[src/hw/rtl/sap_pkg.sv]
// shared types and constants of the stereo all-pass phaser
// no dependencies
package sap_pkg;

    localparam int DATA_W       = 32;
    localparam int SAMPLE_W     = 16;
    localparam int PERIOD_BITS  = 24;
    localparam int MAX_SECTIONS = 6;
    localparam int SEC_W        = 3;
    localparam int FB_W         = 17;
    localparam int CFG_IDX_W    = 3;
    localparam int CH_WORDS     = 4 * MAX_SECTIONS;
    localparam int HIST_DEPTH   = 2 * CH_WORDS;
    localparam int HIST_AW      = $clog2(HIST_DEPTH);
    localparam int MUL_B_W      = DATA_W + 1;
    localparam int MUL_P_W      = DATA_W + MUL_B_W + 1;
    localparam int MUL_CNT_W    = $clog2(MUL_B_W);

    localparam logic signed [DATA_W-1:0] CLAMP_HI = 32'sh0100_0000;
    localparam logic signed [DATA_W-1:0] CLAMP_LO = -32'sh0100_0000;

    localparam logic [SEC_W-1:0]       RST_BIQUAD = 3'd3;
    localparam logic [DATA_W-1:0]      RST_WET    = 32'd2147483648;
    localparam logic [FB_W-1:0]        RST_FB     = 17'd28180;
    localparam logic [DATA_W-1:0]      RST_LOW    = 32'd1543656344;
    localparam logic [DATA_W-1:0]      RST_HIGH   = 32'd2066648069;
    localparam logic [PERIOD_BITS-1:0] RST_PERIOD = 24'd315000;
    localparam logic [PERIOD_BITS-1:0] RST_POS_R  = RST_PERIOD >> 1;

    typedef enum logic [CFG_IDX_W-1:0] {
        REG_BIQUAD = 3'd0,
        REG_WET    = 3'd1,
        REG_FB     = 3'd2,
        REG_LOW    = 3'd3,
        REG_HIGH   = 3'd4,
        REG_PERIOD = 3'd5
    } cfg_reg_t;

endpackage

[src/hw/rtl/sap_serial_mul.sv]
// bit-serial signed multiplier, one multiplier bit per cycle
// depends on sap_pkg
module sap_serial_mul import sap_pkg::*; (
    input  logic                 clk,
    input  logic                 rst_n,
    input  logic                 start,
    input  logic [DATA_W-1:0]    a,
    input  logic [MUL_B_W-1:0]   b,
    output logic                 done,
    output logic [MUL_P_W-1:0]   prod
);

    logic [DATA_W:0]        acc_reg, acc_next;
    logic [MUL_B_W-1:0]     mq_reg, mq_next;
    logic [DATA_W-1:0]      a_reg, a_next;
    logic [MUL_CNT_W-1:0]   cnt_reg, cnt_next;
    logic                   busy_reg, busy_next;
    logic                   done_reg, done_next;
    logic [DATA_W+1:0]      sa;
    logic [DATA_W+1:0]      addend;
    logic [DATA_W+1:0]      sum;

    always_comb
    begin
        acc_next  = acc_reg;
        mq_next   = mq_reg;
        a_next    = a_reg;
        cnt_next  = cnt_reg;
        busy_next = busy_reg;
        done_next = 1'b0;
        sa        = {{2{a_reg[DATA_W-1]}}, a_reg};
        // top multiplier bit carries negative weight
        if (!mq_reg[0])
        begin
            addend = '0;
        end
        else if (cnt_reg == MUL_CNT_W'(MUL_B_W - 1))
        begin
            addend = -sa;
        end
        else
        begin
            addend = sa;
        end
        sum = {acc_reg[DATA_W], acc_reg} + addend;
        if (start)
        begin
            acc_next  = '0;
            mq_next   = b;
            a_next    = a;
            cnt_next  = '0;
            busy_next = 1'b1;
        end
        else if (busy_reg)
        begin
            acc_next = sum[DATA_W+1:1];
            mq_next  = {sum[0], mq_reg[MUL_B_W-1:1]};
            cnt_next = cnt_reg + 1'b1;
            if (cnt_reg == MUL_CNT_W'(MUL_B_W - 1))
            begin
                busy_next = 1'b0;
                done_next = 1'b1;
            end
        end
    end

    always_ff @(posedge clk or negedge rst_n)
    begin
        if (!rst_n)
        begin
            busy_reg <= 1'b0;
            done_reg <= 1'b0;
            cnt_reg  <= '0;
        end
        else
        begin
            busy_reg <= busy_next;
            done_reg <= done_next;
            cnt_reg  <= cnt_next;
        end
    end

    always_ff @(posedge clk)
    begin
        acc_reg <= acc_next;
        mq_reg  <= mq_next;
        a_reg   <= a_next;
    end

    assign done = done_reg;
    assign prod = {acc_reg, mq_reg};

endmodule

[config.mk]
export PLATFORM = sky130hd
export DESIGN_NAME = sap_serial_mul
export DESIGN_NICKNAME = d
export VERILOG_FILES = /design/src/hw/rtl/sap_pkg.sv /design/src/hw/rtl/sap_serial_mul.sv
export SDC_FILE = /design/constraint.sdc
export NUM_CORES = 1
export LEC_CHECK = 0
export BUFFER_PORTS_ARGS = -buffer_cell sky130_fd_sc_hd__clkbuf_2
export CORE_AREA = 5 5 111 113
export CTS_BUF_LIST = sky130_fd_sc_hd__clkbuf_8
export CTS_CLUSTER_DIAMETER = 200
export DETAILED_ROUTE_END_ITERATION = 10
export DIE_AREA = 0 0 116 118
export PLACE_DENSITY = 0.87
export SLEW_MARGIN = 30
export SYNTH_ARGS = -nofsm -noshare
export SYNTH_HDL_FRONTEND = slang
export SYNTH_SLANG_ARGS = --single-unit
[constraint.sdc]
create_clock -name clk -period 11.78 [get_ports clk]
set_clock_uncertainty 0.15 [all_clocks]
set_input_delay 2.356 -clock clk [delete_from_list [all_inputs] [get_ports clk]]
set_output_delay 2.356 -clock clk [all_outputs]
set_load 0.01 [all_outputs]
Yosys cells after proc, flatten, opt, wreduce, memory -nomap -nowiden
Index checks and enable logic that the tools add are counted.
Widths: inputs -> output; s select.
{ "totals": {"word_cells": 23, "regBits": 106, "input_bits": 68} }
{ "classes": {"n_reduce_logical": 1, "n_addsub": 3, "eq_ne": 1, "n_mux": 12} }
{ "ops": {"columns": ["cell", "count"], "rows": [
  ["$mux 34", 2],
  ["$mux 33", 2],
  ["$add 34x34->34", 1],
  ["$neg 34->34", 1],
  ["$mux 6", 2],
  ["$add 6x1->6 const B", 1],
  ["$eq 6x6->1 const B", 1],
  ["$mux 1", 6],
  ["$reduce_bool 2->1", 1]
]} }

Longest topological paths before layout
Gate-level depths: netlist (run 1).
{ "logic_depth": {"word_depth": 6, "ltp_mapped": 19, "depth_no_buf": 17} }

Worst setup path after synthesis (run 1)
Ideal clock, no wire load.
{ "synth_path": {"path_type": "reg-to-reg", "from": "register cnt_reg[0]", "to": "register acc_reg[24]", "arrival_time_ps": 4089, "required_time_ps": 11513, "synth_period_minus_slack_ps": 4357, "path_stages_with_launch": 19, "slack_ps": 7423, "n_path_buf": 2, "path_cell_list": "dfrtp_1 -> inv_1 -> ha_1 -> nand2_1 -> nor4_1 -> clkbuf_1 -> nand2_1 -> xnor2_1 -> and2_1 -> ha_1 -> buf_2 -> a21o_1 -> a31o_2 -> nor2b_1 -> o21ba_2 -> or2_1 -> o21a_1 -> or3_1 -> a32o_1"} }
{ "synth_via": {"elab_chain_cells": 4} }
{ "synth_lines": {"columns": ["element", "line_no", "text"], "rows": [
  ["start: declaration", "sap_serial_mul.sv:16", "logic [MUL_CNT_W-1:0] cnt_reg, cnt_next;"],
  ["start signal: assignment", "sap_serial_mul.sv:79", "cnt_reg <= cnt_next;"],
  ["$eq 6x6->1", "sap_serial_mul.sv:37", "else if (cnt_reg == MUL_CNT_W'(MUL_B_W - 1))"],
  ["$mux 34", "sap_serial_mul.sv:37", null],
  ["$mux 34", "sap_serial_mul.sv:33", "if (!mq_reg[0])"],
  ["$add 34x34->34", "sap_serial_mul.sv:45", "sum = {acc_reg[DATA_W], acc_reg} + addend;"],
  ["end signal: assignment", "sap_serial_mul.sv:85", "acc_reg <= acc_next;"],
  ["end: declaration", "sap_serial_mul.sv:13", "logic [DATA_W:0] acc_reg, acc_next;"]
]} }
Every way passes these cells.
A chain may end at the register's enable or synchronous reset.

Final worst setup path (run 1)
{ "layout_path": {"from": "register a_reg[3]", "to": "register acc_reg[29]"} }
{ "layout_via": {"elab_chain_cells": 4} }
{ "layout_lines": {"columns": ["element", "line_no", "text"], "rows": [
  ["start: declaration", "sap_serial_mul.sv:15", "logic [DATA_W-1:0] a_reg, a_next;"],
  ["start signal: assignment", "sap_serial_mul.sv:87", "a_reg <= a_next;"],
  ["$neg 34->34", "sap_serial_mul.sv:39", "addend = -sa;"],
  ["$mux 34 (*)", "sap_serial_mul.sv:37", null],
  ["$mux 34 (*)", "sap_serial_mul.sv:33", null],
  ["$add 34x34->34 (*)", "sap_serial_mul.sv:45", null]
]} }
Mark *: on every way between the ends. The rest lies on a longest branch, timed or not.

==> results of run 1 <==
## metal layers
metal / up-vias / global-route usage / wire, microns
met4: 0 / 0.0761 / 265
met5: - / 0 / 0
met1: 2662 / 0.315 / 7000
met2: 241 / 0.401 / 8120
met3: 21 / 0.0751 / 1490
li1: 2742 / - / -
## placed cells by master, fill, tap and decap left out, drive strengths merged, types with 27 or more instances in the layout
| cell type | n |
|---|---|
| clkbuf | 142 |
| edfxtp | 65 |
| nor2 | 55 |
| nand2 | 54 |
| o21ai | 43 |
| xnor2 | 40 |
| a21oi | 40 |
| ha | 36 |
| mux2 | 33 |
| dfxtp | 33 |
| and2 | 27 |
## Yosys cell counts, drive strengths merged (4+ instances only)
cell type / count
ha: 36
a31oi: 6
or2: 4
a211oi: 6
o21a: 7
o211ai: 5
buf: 8
and2: 27
nand3: 15
or3: 12
clkbuf: 27
a21o: 15
dfxtp: 33
inv: 14
mux2i: 19
mux2: 33
a21oi: 40
nor2b: 5
a21boi: 4
xor2: 17
nor4: 6
xnor2: 40
nand4: 9
nor3b: 5
nor3: 13
o21ai: 43
nor2: 55
dfrtp: 8
nand2b: 8
and3: 5
o21bai: 6
edfxtp: 65
or4: 4
nand2: 54
o31ai: 9
## critical path, cell delays in order, from the launching register on
cell,delay [ns]
edfxtp_1,0.48
nor4_1,0.73
nand3_1,0.34
nor2_1,0.36
nand2_1,0.18
o21ai_0,0.23
xnor2_1,0.08
and2_1,0.17
ha_1,0.40
nand3_1,0.19
or3_1,0.40
or2_0,0.23
or2_0,0.21
o221ai_1,0.11
mux2i_1,0.22
nand2_1,0.06
## worst paths after layout
path,slack [ns],endpoint,depth (start not counted)
worst max-delay path,7.15,acc_reg[29],15
worst min-delay path,0.34,acc_reg[25],2
worst max register to register,7.15,acc_reg[29],15
worst min register to register,0.34,acc_reg[25],2
max in group asynchronous,9.62,cnt_reg[0],1
min in group asynchronous,1.65,busy_reg,1
## cells by family after synthesis
| logic type | count (synthesis) |
|---|---|
| xor+xnor | 57 |
| flops | 106 |
| fa+ha+maj | 37 |
| mux | 52 |
| buf+inv | 49 |
| compound gates | 161 |
| simple gates | 226 |
## power groups by stage
stage          registers (mW)  clock network [mW]  logic [mW]
6_report                0.505               0.264       0.390
5_1_grt                 0.512               0.283       0.431
4_1_cts                 0.504               0.266       0.387
3_5_place_dp            0.511                   0       0.384
3_3_place_gp            0.508                   0       0.374
2_1_floorplan           0.518                   0       0.255
## through the flow
stage,power [mW],util
after floorplan,0.772,-
after global placement,0.882,0.671
after detailed placement,0.896,0.671
after CTS,1.16,0.691
after global routing,1.23,0.693
final,1.16,0.693
## area by class of cell
class                   count  area (sq um)  area share
flip-flops and latches    106          2810       0.361
clock buffers               9           124      0.0159
inverters                  14          52.6     0.00675
multi-input cells         533          3780       0.486
clock inverters             7           105      0.0135
repair buffers            139           731      0.0939
well taps                 143           179      0.0230
==> impl_metrics.py, run 1 <==
metrics = {
    "status": {
        "status": "complete, no violations",
    },
    "synthesis": {
        "synth_top_cell_area_share": 0.288,
        "avgSynthCellArea_sq_um": 9.84,
        "synthXorXnorAreaFrac": 0.0737,
        "synthArstFlopShare": 0.0755,
        "synthDistinctLibCells": 68,
        "synth_compound_area_frac": 0.157,
        "synth_top_family_by_area": "simple AND/OR/NAND/NOR gates",
        "synth-seq-cells": 106,
        "synth-adder-area-share": 0.0695,
        "synthSimpleGateAreaFrac": 0.174,
        "syn_inst": 688,
        "yosysTopAreaCell": "edfxtp_1",
        "syn_area_sq_mm": 0.00677,
        "synth_edf_count": 65,
        "synthMuxAreaShare": 0.0830,
        "yosysWarnings": 0,
        "ys_seq_area_frac": 0.415,
        "postSynthNetCount": 793,
        "synthTopCellsByArea": "edfxtp_1, dfxtp_1, ha_1",
        "synth_top_flop_cell": "edfxtp_1",
    },
    "global_route": {
        "antenna_found_initial": 0,
        "grt_overflow": 0,
        "grt_max_degree": 85,
        "grt_pass1_wl_mm": 27.5,
        "grtUsageTotal": 0.247,
        "grt_pass1_vias": 5660,
    },
    "layout": {
        "layout-drive-gt1-share": 0.254,
        "final_nets": 908,
        "syn2layout_area_growth_pct": 14.9,
        "stdcell_count": 951,
        "antenna_cells": 0,
        "finalInstanceArea_sq_mm": 0.00778,
        "fill_cells": 817,
    },
    "timing": {
        "setup_viol": 0,
        "slew_headroom": 0.439,
        "whs_ns": 0.344,
        "min_period_ns": 4.63,
        "worst_pin_slew_ns": 0.842,
        "drv_slew": 0,
        "worst_slack_ns": 7.15,
        "post-route-period-util": 0.393,
        "rsz0062_at_grt": "no",
        "max_freq_ghz": 0.216,
        "final_hold_viol_count": 0,
        "tns_ns": 0,
    },
    "die": {
        "core_region_area_sq_mm": 0.0112,
        "die_h_microns": 118,
        "io_pins": 135,
        "core.rowCount": 39,
        "die_w_microns": 116,
        "initial_core_util": 0.603,
        "die-area_sq_mm": 0.0137,
    },
    "place": {
        "pre_cts_slack_ns": 7.09,
        "place_inst": 934,
        "gp_congestion": 0.982,
        "dp_hpwl_mm": 12.7,
        "place_area_sq_mm": 0.00753,
        "io_buffers": 134,
    },
    "cts": {
        "clkSlewWorstSetupHoldPaths_ns": 0.11,
        "insertion_delay_ns": 0.39,
        "hold_buffers": 0,
        "cts_tree": "built",
        "cts_htree_levels": 3,
        "clock_sinks": 106,
        "postCtsSetupRepairBufs": 0,
        "root_buffer": "clkbuf_8",
        "clock_path_buffers": 2,
        "cts_made_buffers": 9,
        "ctsResizeCount": 0,
    },
    "worst_setup_path": {
        "required_ns": 11.92,
        "end_kind": "flop",
        "crit_fanout": 7,
        "arrival_ns": 4.76,
        "r2r-start": "a_reg[3]",
        "worstSetupStartpointType": "flop",
        "crit_type": "flop to flop",
        "startpoint": "a_reg[3]",
    },
    "pwr": {
        "power_leakage_nw": 3.44,
        "p_clk_frac": 0.228,
        "seq_power_share": 0.436,
        "powerDensity_mw_per_mm2": 149,
        "vdd_drop_max_mv": 0.114,
        "netSwitchingFraction": 0.354,
        "p_comb_frac": 0.337,
        "p_sw_mw": 0.410,
        "intPower_mw": 0.749,
    },
    "flow_run": {
        "max-cap-violations": 0,
    },
    "detailed_routing": {
        "dr_total_vias": 5666,
        "first_pass_iters": 6,
        "drt-initial-drc-count": 304,
        "vias_per_cell": 5.96,
        "routed_wl_mm": 16.9,
        "wl_per_cell_microns": 17.7,
        "drc": 0,
        "ant_nets": 0,
    },
    "worst_hold_path": {
        "hold_class": "flop to flop",
        "min_from": "acc_reg[25]",
    },
}
Power figures use the tool's default switching activity.
==> run 2: changes to the inputs <==
--- a/config.mk
+++ b/config.mk
@@ -6,12 +6,12 @@
 export NUM_CORES = 1
 export LEC_CHECK = 0
 export BUFFER_PORTS_ARGS = -buffer_cell sky130_fd_sc_hd__clkbuf_2
-export CORE_AREA = 5 5 111 113
+export CORE_AREA = 5 5 115 117
 export CTS_BUF_LIST = sky130_fd_sc_hd__clkbuf_8
 export CTS_CLUSTER_DIAMETER = 200
 export DETAILED_ROUTE_END_ITERATION = 10
-export DIE_AREA = 0 0 116 118
-export PLACE_DENSITY = 0.87
+export DIE_AREA = 0 0 120 122
+export PLACE_DENSITY = 0.82
 export SLEW_MARGIN = 30
 export SYNTH_ARGS = -nofsm -noshare
 export SYNTH_HDL_FRONTEND = slang
==> constraint.sdc (replaced) <==
create_clock -name clk -period 4.65 [get_ports clk]
set_clock_uncertainty 0.15 [all_clocks]
set_input_delay 0.93 -clock clk [delete_from_list [all_inputs] [get_ports clk]]
set_output_delay 0.93 -clock clk [all_outputs]
set_load 0.01 [all_outputs]
==> run 2 against run 1 <==
  * Non-clock buffer count is 5 higher
  * Sequential share of layout area is 0.064 points lower
  * Core utilization is 5.8 points lower
  * Count of clock-buffer cells in the layout is 1 higher
  * Critical path type unchanged
  * Maximum frequency is 5.4% higher
  * Worst hold slack worse by 0.12 ns
  * Worst setup slack worse by 6.9 ns
  * Routed wire length is 1.0% higher
  * Flip-flop and latch count stayed put
==> impl_metrics.py, run 2 (synthesis gave the netlist of run 1 again) <==
metrics = {
    "status": {
        "status": "complete, no violations",
    },
    "die": {
        "io_pins": 135,
        "core.rowCount": 41,
        "initial_core_util": 0.552,
        "die-area_sq_mm": 0.0146,
        "die_h_microns": 122,
        "die_w_microns": 120,
        "core_region_area_sq_mm": 0.0123,
    },
    "cts": {
        "clock_path_buffers": 2,
        "cts_made_buffers": 9,
        "clkSlewWorstSetupHoldPaths_ns": 0.11,
        "insertion_delay_ns": 0.39,
        "root_buffer": "clkbuf_8",
        "cts_tree": "built",
        "clock_sinks": 106,
        "postCtsSetupRepairBufs": 0,
        "cts_htree_levels": 3,
    },
    "layout": {
        "antenna_cells": 0,
        "syn2layout_area_growth_pct": 15.1,
        "layout-drive-gt1-share": 0.260,
        "stdcell_count": 963,
        "most-common-layout-cells": "clkbuf_2, edfxtp_1, nor2_1, nand2_1, o21ai_0",
        "final_nets": 913,
        "final_common_cell": "clkbuf_2",
        "finalInstanceArea_sq_mm": 0.00780,
    },
    "timing": {
        "max_freq_ghz": 0.228,
        "worst_slack_ns": 0.259,
        "tns_ns": 0,
        "final_hold_viol_count": 0,
        "setup_viol": 0,
        "slew_headroom": 0.435,
        "post-route-period-util": 0.944,
        "min_period_ns": 4.39,
        "worst_pin_slew_ns": 0.847,
        "drv_slew": 0,
        "rsz0062_at_grt": "no",
    },
    "worst_setup_path": {
        "worstSetupStartpointType": "flop",
        "arrival_ns": 4.52,
        "crit_type": "flop to flop",
        "reg2reg_depth": 17,
        "crit_fanout": 7,
        "required_ns": 4.78,
        "end_kind": "flop",
    },
    "detailed_routing": {
        "dr_total_vias": 5680,
        "routed_wl_mm": 17.0,
        "first_pass_iters": 5,
        "drt-initial-drc-count": 359,
        "ant_nets": 0,
        "vias_per_cell": 5.90,
        "wl_per_cell_microns": 17.7,
        "drc": 0,
    },
    "global_route": {
        "grt_pass1_vias": 5669,
        "grt_overflow": 0,
        "grtUsageTotal": 0.237,
        "grt_pass1_wl_mm": 28.0,
        "antenna_found_initial": 0,
        "grt_max_degree": 63,
    },
    "place": {
        "io_buffers": 134,
        "place_inst": 947,
        "dp_hpwl_mm": 13.1,
        "gp_congestion": 0.955,
        "pre_cts_slack_ns": 0.289,
        "place_area_sq_mm": 0.00758,
    },
    "pwr": {
        "power_leakage_nw": 3.44,
        "powerDensity_mw_per_mm2": 371,
        "vdd_drop_max_mv": 0.248,
        "power.total_mw": 2.89,
    },
    "worst_hold_path": {
        "hold_class": "input pin to asynchronous set/reset pin",
    },
    "flow_run": {
        "max-cap-violations": 0,
    },
}
[run 2: worst paths after layout]
kind | from | endpoint | slack [ns]
setup / recovery | a_reg[17] | acc_reg[32] | 0.26
hold / removal | rst_n | cnt_reg[2] | 0.23
setup reg to reg | a_reg[17] | acc_reg[32] | 0.26
hold reg to reg | acc_reg[31] | acc_reg[31] | 0.35
max in group asynchronous | rst_n | cnt_reg[1] | 3.92
min in group clk | acc_reg[31] | acc_reg[31] | 0.35
[run 2: what timing repair did]
action,4_1_cts,5_1_grt
endpoints found under the setup margin,0,2
gates resized for setup,0,2
hold buffers,0,0
[run 2: report_power, final]
part	switching, mW	internal [mW]
Sequential	0.136	1.15
Combinational	0.565	0.439
Clock	0.339	0.270
[run 2: final cells by class]
cell class,count,area (sq um)
Clock buffer,10,138
Clock inverter,6,70.1
Fill cell,961,4460
Inverter,14,52.6
Multi-Input combinational cell,533,3790
Sequential cell,106,2810
Tap cell,150,188
Timing Repair Buffer,144,748
[run 2: per-stage QoR]
step / utilization / hold slack [ns]
final: 0.636 / 0.227
after global routing: 0.636 / 0.218
after CTS: 0.635 / 0.209
after detailed placement: 0.618 / 0.337
after global placement: 0.618 / 0.324
after floorplan: - / 0.347
[run 2: critical path, stage by stage (launching register included)]
cell and delay, ns:
edfxtp_1 0.47, or4_4 0.56, or3_4 0.37, nor4_4 0.23, nand2_1 0.16, o21ai_0 0.22
xnor2_1 0.08, and2_1 0.16, ha_1 0.42, nand3_1 0.21, nor4_2 0.38, buf_4 0.18
nand2_1 0.05, o21ai_0 0.14, a31oi_1 0.10, a21o_1 0.23, o21ai_0 0.10, nand3_1 0.09
[run 2: routing by layer]
| layer | GRT usage | wire length (microns) | up-vias |
|---|---|---|---|
| met1 | 0.301 | 7310 | 2648 |
| met3 | 0.0771 | 1610 | 37 |
| li1 | - | - | 2753 |
| met4 | 0.0845 | 422 | 0 |
| met2 | 0.381 | 7710 | 242 |
| met5 | 0 | 0 | - |
